--- src/ipv6cks_pkg.sv ---
`default_nettype none
// ----------------------------------------------------------------------------
// ipv6cks_pkg
// Shared types and constants of the IPv6 upper-layer checksum engine.
// ----------------------------------------------------------------------------
package ipv6cks_pkg;

	// input command codes
	localparam logic CMD_START = 1'b0;
	localparam logic CMD_BYTE  = 1'b1;

	// configuration register indexes
	localparam logic CFG_SRC_HIGH = 1'b0;
	localparam logic CFG_SRC_LOW  = 1'b1;

	localparam logic [7:0]  UDP_PROTO = 8'd17;
	localparam logic [15:0] ALL_ONES  = 16'hffff;

	// width of the partial pseudo-header sum carried by a seed entry
	localparam int unsigned PART_W = 20;

	// operations passed from the front to the back
	typedef enum logic [1:0] {
		OP_SEED,
		OP_ADD,
		OP_ERR
	} op_t;

	typedef struct packed {
		op_t               op;
		logic [PART_W-1:0] value;
		logic [7:0]        proto;
		logic              last;
	} entry_t;

endpackage : ipv6cks_pkg
`default_nettype wire

--- src/ipv6_l4_checksum_top.sv ---
`default_nettype none
// ----------------------------------------------------------------------------
// ipv6_l4_checksum_top
// IPv6 upper-layer checksum engine with pseudo-header.
// ----------------------------------------------------------------------------
// Usage: write the source address through the config port (index 0 = upper
// 64 bits, index 1 = lower 64 bits) while no packet is in flight. Each input
// beat is either a start (command 0: destination address, next header and
// payload length) or one payload byte (command 1). Bytes pair big-endian;
// an odd last byte is padded low. One result beat follows the last byte of a
// packet, a zero-length start, or a start whose length exceeds MAX_PAYLOAD
// (then checksum 0 with length_error set). Bytes outside a packet are dropped.
// Throughput: one input beat per cycle while in_stall is low, set by the sum
// update in the back end. After the beat that finishes a packet, out_valid
// rises once its entry has passed the queue write and then the result register.
// A four-entry queue parts the front from the back; in_stall rises while it
// is full. While out_stall holds a result, the back keeps draining entries
// that produce no result, and stops at the next one that does.
// Reset clears framing state, the queue, the source address and out_valid.
// ----------------------------------------------------------------------------
module ipv6_l4_checksum_top #(
	parameter int unsigned MAX_PAYLOAD = 1024
) (
	input  wire logic        clk,
	input  wire logic        arst_n,
	input  wire logic        cfg_wr_en,
	input  wire logic        cfg_index,
	input  wire logic [63:0] cfg_data,
	input  wire logic        in_valid,
	output logic             in_stall,
	input  wire logic        command,
	input  wire logic [63:0] dest_addr_high,
	input  wire logic [63:0] dest_addr_low,
	input  wire logic [7:0]  next_header_code,
	input  wire logic [15:0] payload_length,
	input  wire logic [7:0]  data_byte,
	output logic             out_valid,
	input  wire logic        out_stall,
	output logic [15:0]      checksum_value,
	output logic             length_error
);

	ipv6cks_pkg::entry_t push_entry;
	ipv6cks_pkg::entry_t head;
	logic                push;
	logic                pop;
	logic                empty;
	logic                full;
	logic                accept;

	assign in_stall = full;
	assign accept   = in_valid && !full;

	ipv6cks_front #(
		.MAX_PAYLOAD(MAX_PAYLOAD)
	) u_front (
		.clk             (clk),
		.arst_n          (arst_n),
		.accept          (accept),
		.command         (command),
		.dest_addr_high  (dest_addr_high),
		.dest_addr_low   (dest_addr_low),
		.next_header_code(next_header_code),
		.payload_length  (payload_length),
		.data_byte       (data_byte),
		.push_entry      (push_entry),
		.push            (push)
	);

	ipv6cks_fifo u_fifo (
		.clk       (clk),
		.arst_n    (arst_n),
		.push      (push),
		.push_entry(push_entry),
		.pop       (pop),
		.head      (head),
		.empty     (empty),
		.full      (full)
	);

	ipv6cks_back u_back (
		.clk           (clk),
		.arst_n        (arst_n),
		.cfg_wr_en     (cfg_wr_en),
		.cfg_index     (cfg_index),
		.cfg_data      (cfg_data),
		.head          (head),
		.empty         (empty),
		.pop           (pop),
		.out_valid     (out_valid),
		.out_stall     (out_stall),
		.checksum_value(checksum_value),
		.length_error  (length_error)
	);

endmodule : ipv6_l4_checksum_top
`default_nettype wire

--- src/ipv6cks_front.sv ---
`default_nettype none
// ----------------------------------------------------------------------------
// ipv6cks_front
// Accepts input beats, tracks packet framing and byte pairing, and turns
// each beat into at most one queue entry for the back end.
// ----------------------------------------------------------------------------
module ipv6cks_front #(
	parameter int unsigned MAX_PAYLOAD = 1024
) (
	input  wire logic                 clk,
	input  wire logic                 arst_n,
	input  wire logic                 accept,
	input  wire logic                 command,
	input  wire logic [63:0]          dest_addr_high,
	input  wire logic [63:0]          dest_addr_low,
	input  wire logic [7:0]           next_header_code,
	input  wire logic [15:0]          payload_length,
	input  wire logic [7:0]           data_byte,
	output ipv6cks_pkg::entry_t       push_entry,
	output logic                      push
);

	localparam logic [15:0] MaxLen = 16'(MAX_PAYLOAD);

	logic        active_q;
	logic [15:0] left_q;
	logic        odd_q;
	logic [7:0]  held_q;

	logic [ipv6cks_pkg::PART_W-1:0] dest_part;
	logic                           len_over;

	// sum destination words, length and next header without folding
	assign dest_part =
		ipv6cks_pkg::PART_W'(dest_addr_high[63:48]) +
		ipv6cks_pkg::PART_W'(dest_addr_high[47:32]) +
		ipv6cks_pkg::PART_W'(dest_addr_high[31:16]) +
		ipv6cks_pkg::PART_W'(dest_addr_high[15:0]) +
		ipv6cks_pkg::PART_W'(dest_addr_low[63:48]) +
		ipv6cks_pkg::PART_W'(dest_addr_low[47:32]) +
		ipv6cks_pkg::PART_W'(dest_addr_low[31:16]) +
		ipv6cks_pkg::PART_W'(dest_addr_low[15:0]) +
		ipv6cks_pkg::PART_W'(payload_length) +
		ipv6cks_pkg::PART_W'(next_header_code);

	assign len_over = payload_length > MaxLen;

	// classify the beat into a queue entry
	always_comb begin
		push_entry.op    = ipv6cks_pkg::OP_ADD;
		push_entry.value = '0;
		push_entry.proto = next_header_code;
		push_entry.last  = 1'b0;
		push             = 1'b0;
		if (accept) begin
			if (command == ipv6cks_pkg::CMD_START) begin
				push = 1'b1;
				if (len_over) begin
					push_entry.op   = ipv6cks_pkg::OP_ERR;
					push_entry.last = 1'b1;
				end else begin
					push_entry.op    = ipv6cks_pkg::OP_SEED;
					push_entry.value = dest_part;
					push_entry.last  = (payload_length == 16'd0);
				end
			end else if (active_q) begin
				if (!odd_q) begin
					if (left_q <= 16'd1) begin
						push             = 1'b1;
						push_entry.value = ipv6cks_pkg::PART_W'({data_byte, 8'h00});
						push_entry.last  = 1'b1;
					end
				end else begin
					push             = 1'b1;
					push_entry.value = ipv6cks_pkg::PART_W'({held_q, data_byte});
					push_entry.last  = (left_q == 16'd1);
				end
			end
		end
	end

	// advance framing state
	always_ff @(posedge clk or negedge arst_n) begin
		if (!arst_n) begin
			active_q <= 1'b0;
			left_q   <= '0;
			odd_q    <= 1'b0;
			held_q   <= '0;
		end else if (accept) begin
			if (command == ipv6cks_pkg::CMD_START) begin
				odd_q  <= 1'b0;
				held_q <= '0;
				if (len_over) begin
					active_q <= 1'b0;
					left_q   <= '0;
				end else begin
					active_q <= (payload_length != 16'd0);
					left_q   <= payload_length;
				end
			end else if (active_q) begin
				if (!odd_q) begin
					if (left_q <= 16'd1) begin
						active_q <= 1'b0;
						left_q   <= '0;
					end else begin
						held_q <= data_byte;
						odd_q  <= 1'b1;
						left_q <= left_q - 16'd1;
					end
				end else begin
					odd_q  <= 1'b0;
					left_q <= left_q - 16'd1;
					if (left_q == 16'd1) begin
						active_q <= 1'b0;
					end
				end
			end
		end
	end

endmodule : ipv6cks_front
`default_nettype wire

--- src/ipv6cks_fifo.sv ---
`default_nettype none
// ----------------------------------------------------------------------------
// ipv6cks_fifo
// Short entry queue between the front and the back end.
// ----------------------------------------------------------------------------
module ipv6cks_fifo (
	input  wire logic                clk,
	input  wire logic                arst_n,
	input  wire logic                push,
	input  wire ipv6cks_pkg::entry_t push_entry,
	input  wire logic                pop,
	output ipv6cks_pkg::entry_t      head,
	output logic                     empty,
	output logic                     full
);

	localparam int unsigned DEPTH = 4;
	localparam int unsigned PTR_W = $clog2(DEPTH);

	ipv6cks_pkg::entry_t mem_q [DEPTH];
	logic [PTR_W-1:0]    wr_ptr_q;
	logic [PTR_W-1:0]    rd_ptr_q;
	logic [PTR_W:0]      count_q;

	assign empty = (count_q == '0);
	assign full  = (count_q == (PTR_W+1)'(DEPTH));
	assign head  = mem_q[rd_ptr_q];

	// store entries
	always_ff @(posedge clk) begin
		if (push && !full) begin
			mem_q[wr_ptr_q] <= push_entry;
		end
	end

	// advance pointers and fill count
	always_ff @(posedge clk or negedge arst_n) begin
		if (!arst_n) begin
			wr_ptr_q <= '0;
			rd_ptr_q <= '0;
			count_q  <= '0;
		end else begin
			if (push && !full) begin
				wr_ptr_q <= wr_ptr_q + PTR_W'(1);
			end
			if (pop && !empty) begin
				rd_ptr_q <= rd_ptr_q + PTR_W'(1);
			end
			if ((push && !full) && !(pop && !empty)) begin
				count_q <= count_q + (PTR_W+1)'(1);
			end else if (!(push && !full) && (pop && !empty)) begin
				count_q <= count_q - (PTR_W+1)'(1);
			end
		end
	end

endmodule : ipv6cks_fifo
`default_nettype wire

--- src/ipv6cks_back.sv ---
`default_nettype none
// ----------------------------------------------------------------------------
// ipv6cks_back
// Holds the source address, runs the end-around-carry sum over queue
// entries and drives the registered result channel.
// ----------------------------------------------------------------------------
module ipv6cks_back (
	input  wire logic                clk,
	input  wire logic                arst_n,
	input  wire logic                cfg_wr_en,
	input  wire logic                cfg_index,
	input  wire logic [63:0]         cfg_data,
	input  wire ipv6cks_pkg::entry_t head,
	input  wire logic                empty,
	output logic                     pop,
	output logic                     out_valid,
	input  wire logic                out_stall,
	output logic [15:0]              checksum_value,
	output logic                     length_error
);

	logic [63:0] src_high_q;
	logic [63:0] src_low_q;
	logic [15:0] running_sum_q;
	logic [7:0]  proto_q;
	logic        out_valid_q;
	logic [15:0] checksum_q;
	logic        length_error_q;

	logic [20:0] seed_total;
	logic [16:0] seed_fold1;
	logic [15:0] seed_sum;
	logic [16:0] add_raw;
	logic [15:0] add_sum;
	logic [15:0] new_sum;
	logic [7:0]  new_proto;
	logic [15:0] cs_inv;
	logic [15:0] cs_final;
	logic        out_free;

	// write source address registers
	always_ff @(posedge clk or negedge arst_n) begin
		if (!arst_n) begin
			src_high_q <= '0;
			src_low_q  <= '0;
		end else if (cfg_wr_en) begin
			if (cfg_index == ipv6cks_pkg::CFG_SRC_HIGH) begin
				src_high_q <= cfg_data;
			end else begin
				src_low_q <= cfg_data;
			end
		end
	end

	// seed: source words plus the partial sum from the front, folded twice
	assign seed_total =
		21'(src_high_q[63:48]) + 21'(src_high_q[47:32]) +
		21'(src_high_q[31:16]) + 21'(src_high_q[15:0]) +
		21'(src_low_q[63:48])  + 21'(src_low_q[47:32]) +
		21'(src_low_q[31:16])  + 21'(src_low_q[15:0]) +
		21'(head.value);
	assign seed_fold1 = 17'(seed_total[15:0]) + 17'(seed_total[20:16]);
	assign seed_sum   = seed_fold1[15:0] + 16'(seed_fold1[16]);

	// one word with end-around carry
	assign add_raw = 17'(running_sum_q) + 17'(head.value[15:0]);
	assign add_sum = add_raw[15:0] + 16'(add_raw[16]);

	assign new_sum   = (head.op == ipv6cks_pkg::OP_SEED) ? seed_sum : add_sum;
	assign new_proto = (head.op == ipv6cks_pkg::OP_SEED) ? head.proto : proto_q;

	// complement, with zero sent as all ones for UDP
	assign cs_inv   = ~new_sum;
	assign cs_final = ((cs_inv == 16'd0) && (new_proto == ipv6cks_pkg::UDP_PROTO)) ?
		ipv6cks_pkg::ALL_ONES : cs_inv;

	assign out_free = !out_valid_q || !out_stall;
	assign pop      = !empty && (!head.last || out_free);

	// hold the running sum
	always_ff @(posedge clk or negedge arst_n) begin
		if (!arst_n) begin
			running_sum_q <= '0;
			proto_q       <= '0;
		end else if (pop) begin
			case (head.op)
				ipv6cks_pkg::OP_SEED: begin
					running_sum_q <= seed_sum;
					proto_q       <= head.proto;
				end
				ipv6cks_pkg::OP_ADD: begin
					running_sum_q <= add_sum;
				end
				default: begin
					running_sum_q <= '0;
					proto_q       <= head.proto;
				end
			endcase
		end
	end

	// result register: load a finished beat, drop a taken one
	always_ff @(posedge clk or negedge arst_n) begin
		if (!arst_n) begin
			out_valid_q <= 1'b0;
		end else begin
			if (pop && head.last) begin
				out_valid_q <= 1'b1;
			end else if (!out_stall) begin
				out_valid_q <= 1'b0;
			end
		end
	end

	always_ff @(posedge clk) begin
		if (pop && head.last) begin
			if (head.op == ipv6cks_pkg::OP_ERR) begin
				checksum_q     <= '0;
				length_error_q <= 1'b1;
			end else begin
				checksum_q     <= cs_final;
				length_error_q <= 1'b0;
			end
		end
	end

	assign out_valid      = out_valid_q;
	assign checksum_value = checksum_q;
	assign length_error   = length_error_q;

endmodule : ipv6cks_back
`default_nettype wire

--- config.mk ---
export PLATFORM = sky130hd
export DESIGN_NAME = ipv6_l4_checksum_top
export DESIGN_NICKNAME = d
export VERILOG_FILES = /design/src/ipv6cks_pkg.sv /design/src/ipv6_l4_checksum_top.sv /design/src/ipv6cks_front.sv /design/src/ipv6cks_fifo.sv /design/src/ipv6cks_back.sv
export SDC_FILE = /design/constraint.sdc
export NUM_CORES = 1
export LEC_CHECK = 0
export BUFFER_PORTS_ARGS = -buffer_cell sky130_fd_sc_hd__clkbuf_2
export CORE_ASPECT_RATIO = 1.4
export CORE_UTILIZATION = 52
export DETAILED_ROUTE_END_ITERATION = 7
export PLACE_DENSITY = 0.81
export SLEW_MARGIN = 20
export SYNTH_ARGS = -nofsm -noshare
export SYNTH_HDL_FRONTEND = slang
export SYNTH_HIERARCHICAL = 1
export SYNTH_SLANG_ARGS = --single-unit
--- constraint.sdc ---
create_clock -name clk -period 27.7 [get_ports clk]
set_input_delay 6.925 -clock clk [delete_from_list [all_inputs] [get_ports clk]]
set_output_delay 6.925 -clock clk [all_outputs]
set_load 0.005 [all_outputs]
==> results.md <==
- Critical path's largest stage delay: between 0.7 and 0.8 ns
- Unrepaired setup endpoints after global routing: false
- Postcts setup bufs: 0
- Most used DFF post-synth: dfrtp_1
- Clk sinks: between 300 and 400
- H-tree Lvls: 2
- Grt peak-use layer: met2
- Fillcell total: approximately 3,500
- Ports: between 200 and 300
- Min Clock Period, post-route: roughly 12 ns
- Ys async rst share: between 50% and 60%
- Sequential share of the synthesized area: approximately 38%
- Initial Util: roughly 53%
- Slowest cell on the critical path: o41ai_1
- CTS tree: done
- IO buf count: about 250
- Row count: between 90 and 100
- Vias in the first global route: 17,680
- Final setup viols: 0
- CP required: about 28 ns
- Layout cells sized above 1: 21.44%
- Setup TNS: 0 ns
- Iter 0 DRT Violations: 1,093
- Worst slew margin: ~31%
- Grt met1 use: between 20% and 30%
- Largest net degree at the start of global routing: between 100 and 150
- Synth warn: 6
- Via count: between 15,000 and 20,000
- Post-route ant nets: 0
- Worst Hold Class: flip-flop to flip-flop
- Reg clk slew, reported paths: 0.07 ns
- Seq cells post-synth: 327
- Status: finished clean
- Clock Latency Late Sink: 0.54 ns
- Crit path max fanout: 15
- Reg2Reg Launch Point: u_back/src_high_q[2]
- Nets: between 2,000 and 3,000
- Max Freq: 81.89 MHz
- Worst Setup Path Type: flip-flop to flip-flop
- First-pass DRT Iterations: 5
- Grt total ovfl: 0
- Most common cell after layout, fill and taps aside: inv_1
- DIE HEIGHT: about 250 um
- CTS Buffer Depth: 3
- Post_cts resized: 0
- Most frequent cells in the layout: inv_1, clkbuf_2, fa_1
- Placer congestion estimate: approximately 0.93
- GRT met3 Usage: 2.876%
- Synth unique cells: 97
- Post-Syn Instances: about 2,000
- Worst hold endpoint: u_fifo/count_q[2]
- Hold wc startpoint: u_fifo/count_q[2]
- CTS buffer count: 35
- Synthesized Nets: 2,581
- GRT Resource Usage Total: a little under a quarter
- WL final: between 50 and 60 mm
- First-pass GRT wire length: 86.74 mm
- Post-DP HPWL: 41.87 mm
- Vias per inst: between 5 and 6
- Reg2reg end: u_back/checksum_value[2]
- CTS hold repair buffers: 0
- Met2 layer usage reported by global route: 45.97%
- Worst slew pin tran: approximately 1.0 ns
- Reg-to-reg slack, setup: 15.49 ns
- Max cap viols: 0
- Final Hold Fails: 0
- Reg2reg path depth: 48
- Initial antenna violation count: 0
- Period utilization: 44.09%
- Synth-to-layout area growth: 12.05%
- Die width: around 180 um
- Diode count: 0
- Number of synthesized flops with an enable pin: ~140
- Crit path DAT: ~13 ns
- Setup crit end kind: flip-flop
- Hold depth: 1
- Slew Limit Fails: 0
- Clk root buf: clkbuf_16
- Core Footprint: between 40,000 and 50,000 um^2
- Die ar.: around 46,000 um^2
- Crit start category: flip-flop
- Clock Skew: around 0.026 ns
- Post-Syn Area: between 20,000 and 25,000 um^2
- DRC Markers: 0
- Routed length per instance: roughly 19 um
- Syn_area_per_cell: between 10 and 15 um^2
-- per-stage QoR --
step / hold slack [ns] / utilization, % / cell area, um^2 / cells / setup slack (ns)
final: 0.4877 / 59.30 / 26260 / 2825 / 15.49
after global routing: 0.5030 / 59.30 / 26260 / 2825 / 14.62
after CTS: 0.4812 / 59.29 / 26260 / 2825 / 15.67
after detailed placement: 0.4662 / 56.61 / 25070 / 2761 / 15.42
after global placement: 0.4638 / 56.61 / 25070 / 2761 / 15.48
after floorplan: 0.4428 / - / 23440 / 2019 / 16.19
-- Yosys cell counts, types with 12 or more instances --
library cell / n / area (um^2)
nand2_1: 130 / 488.0
o21ai_0: 104 / 520.5
xnor2_1: 64 / 560.5
a21oi_1: 75 / 375.4
a22o_1: 22 / 192.7
dfrtp_1: 186 / 4654
ha_1: 116 / 1451
clkbuf_1: 45 / 168.9
mux4_2: 28 / 630.6
nand3_1: 21 / 105.1
and2_1: 16 / 100.1
nor3_1: 22 / 110.1
xor2_1: 31 / 271.5
edfxtp_1: 141 / 4234
o21bai_1: 12 / 90.09
nor2_1: 66 / 247.7
o21ai_1: 14 / 70.07
fa_1: 215 / 4304
a21o_1: 36 / 270.3
and3_1: 21 / 131.4
mux2_2: 94 / 1059
inv_1: 305 / 1145
-- critical path: cells and delay by family (launching register included) --
family,cells,cell delay [ns]
buffers and inverters,5,0.36
xor gates and xnor gates,3,0.78
adders and majority gates,9,3.58
DFF,1,0.32
and+or+nand+nor,10,2.20
AOI/OAI and AO/OA,20,4.53
muxes,1,0.29
-- area by class of cell --
| class | count | area (um^2) | area share [%] |
|---|---|---|---|
| clock inverters | 21 | 252.7 | 0.9623 |
| repair buffers | 256 | 1309 | 4.983 |
| inverters | 306 | 1149 | 4.373 |
| clock buffers | 43 | 935.9 | 3.563 |
| flip-flops and latches | 327 | 8890 | 33.85 |
| multi-input cells | 1314 | 13030 | 49.61 |
| well taps | 558 | 698.2 | 2.658 |
-- logic make-up (layout without fill, tap and decap cells) --
| logic type | Yosys count | in the layout | share of synthesized area [%] |
|---|---|---|---|
| AO/OA/AOI/OAI | 387 | 387 | 11.11 |
| buffers and inverters | 378 | 626 | 6.592 |
| AND/OR/NAND/NOR | 361 | 361 | 7.922 |
| adder cells (fa/ha/maj) | 331 | 331 | 24.55 |
| flip-flops | 327 | 327 | 37.92 |
| multiplexers | 137 | 137 | 8.092 |
| XOR/XNOR | 98 | 98 | 3.806 |
-- sequential cells by signal, summed over array words and instances (netlist names) --
signal                 flops
u_front/held_q             8
u_front/left_q            16
u_fifo/rd_ptr_q            2
u_back/length_error        1
u_back/proto_q             8
u_back/checksum_value     16
u_fifo/wr_ptr_q            2
u_fifo/mem_q             124
u_back/running_sum_q      16
u_back/out_valid           1
u_front/active_q           1
u_fifo/count_q             3
u_front/odd_q              1
u_back/src_low_q          64
u_back/src_high_q         64
-- metal layers --
metal	vias up	share of wire [%]
met2	594	55
met5	-	0
met3	141	4.7
met1	8108	36
li1	7378	-
met4	0	4.5
-- worst max-delay path by stage --
stage / from / endpoint / slack [ns]
global route: u_back/src_high_q[2] / u_back/checksum_value[1] / 14.62
finish: u_back/src_high_q[2] / u_back/checksum_value[2] / 15.49
detailed placement: dest_addr_high[2] / u_fifo/mem_q[0][19] / 15.42
floorplan: dest_addr_low[34] / u_fifo/mem_q[0][19] / 16.19
CTS: u_back/src_high_q[2] / u_back/checksum_value[13] / 15.67
global placement: dest_addr_low[34] / u_fifo/mem_q[0][19] / 15.48
Power is not shown: default switching activity piles up to over one toggle a cycle in this logic, so the estimate is an artifact.
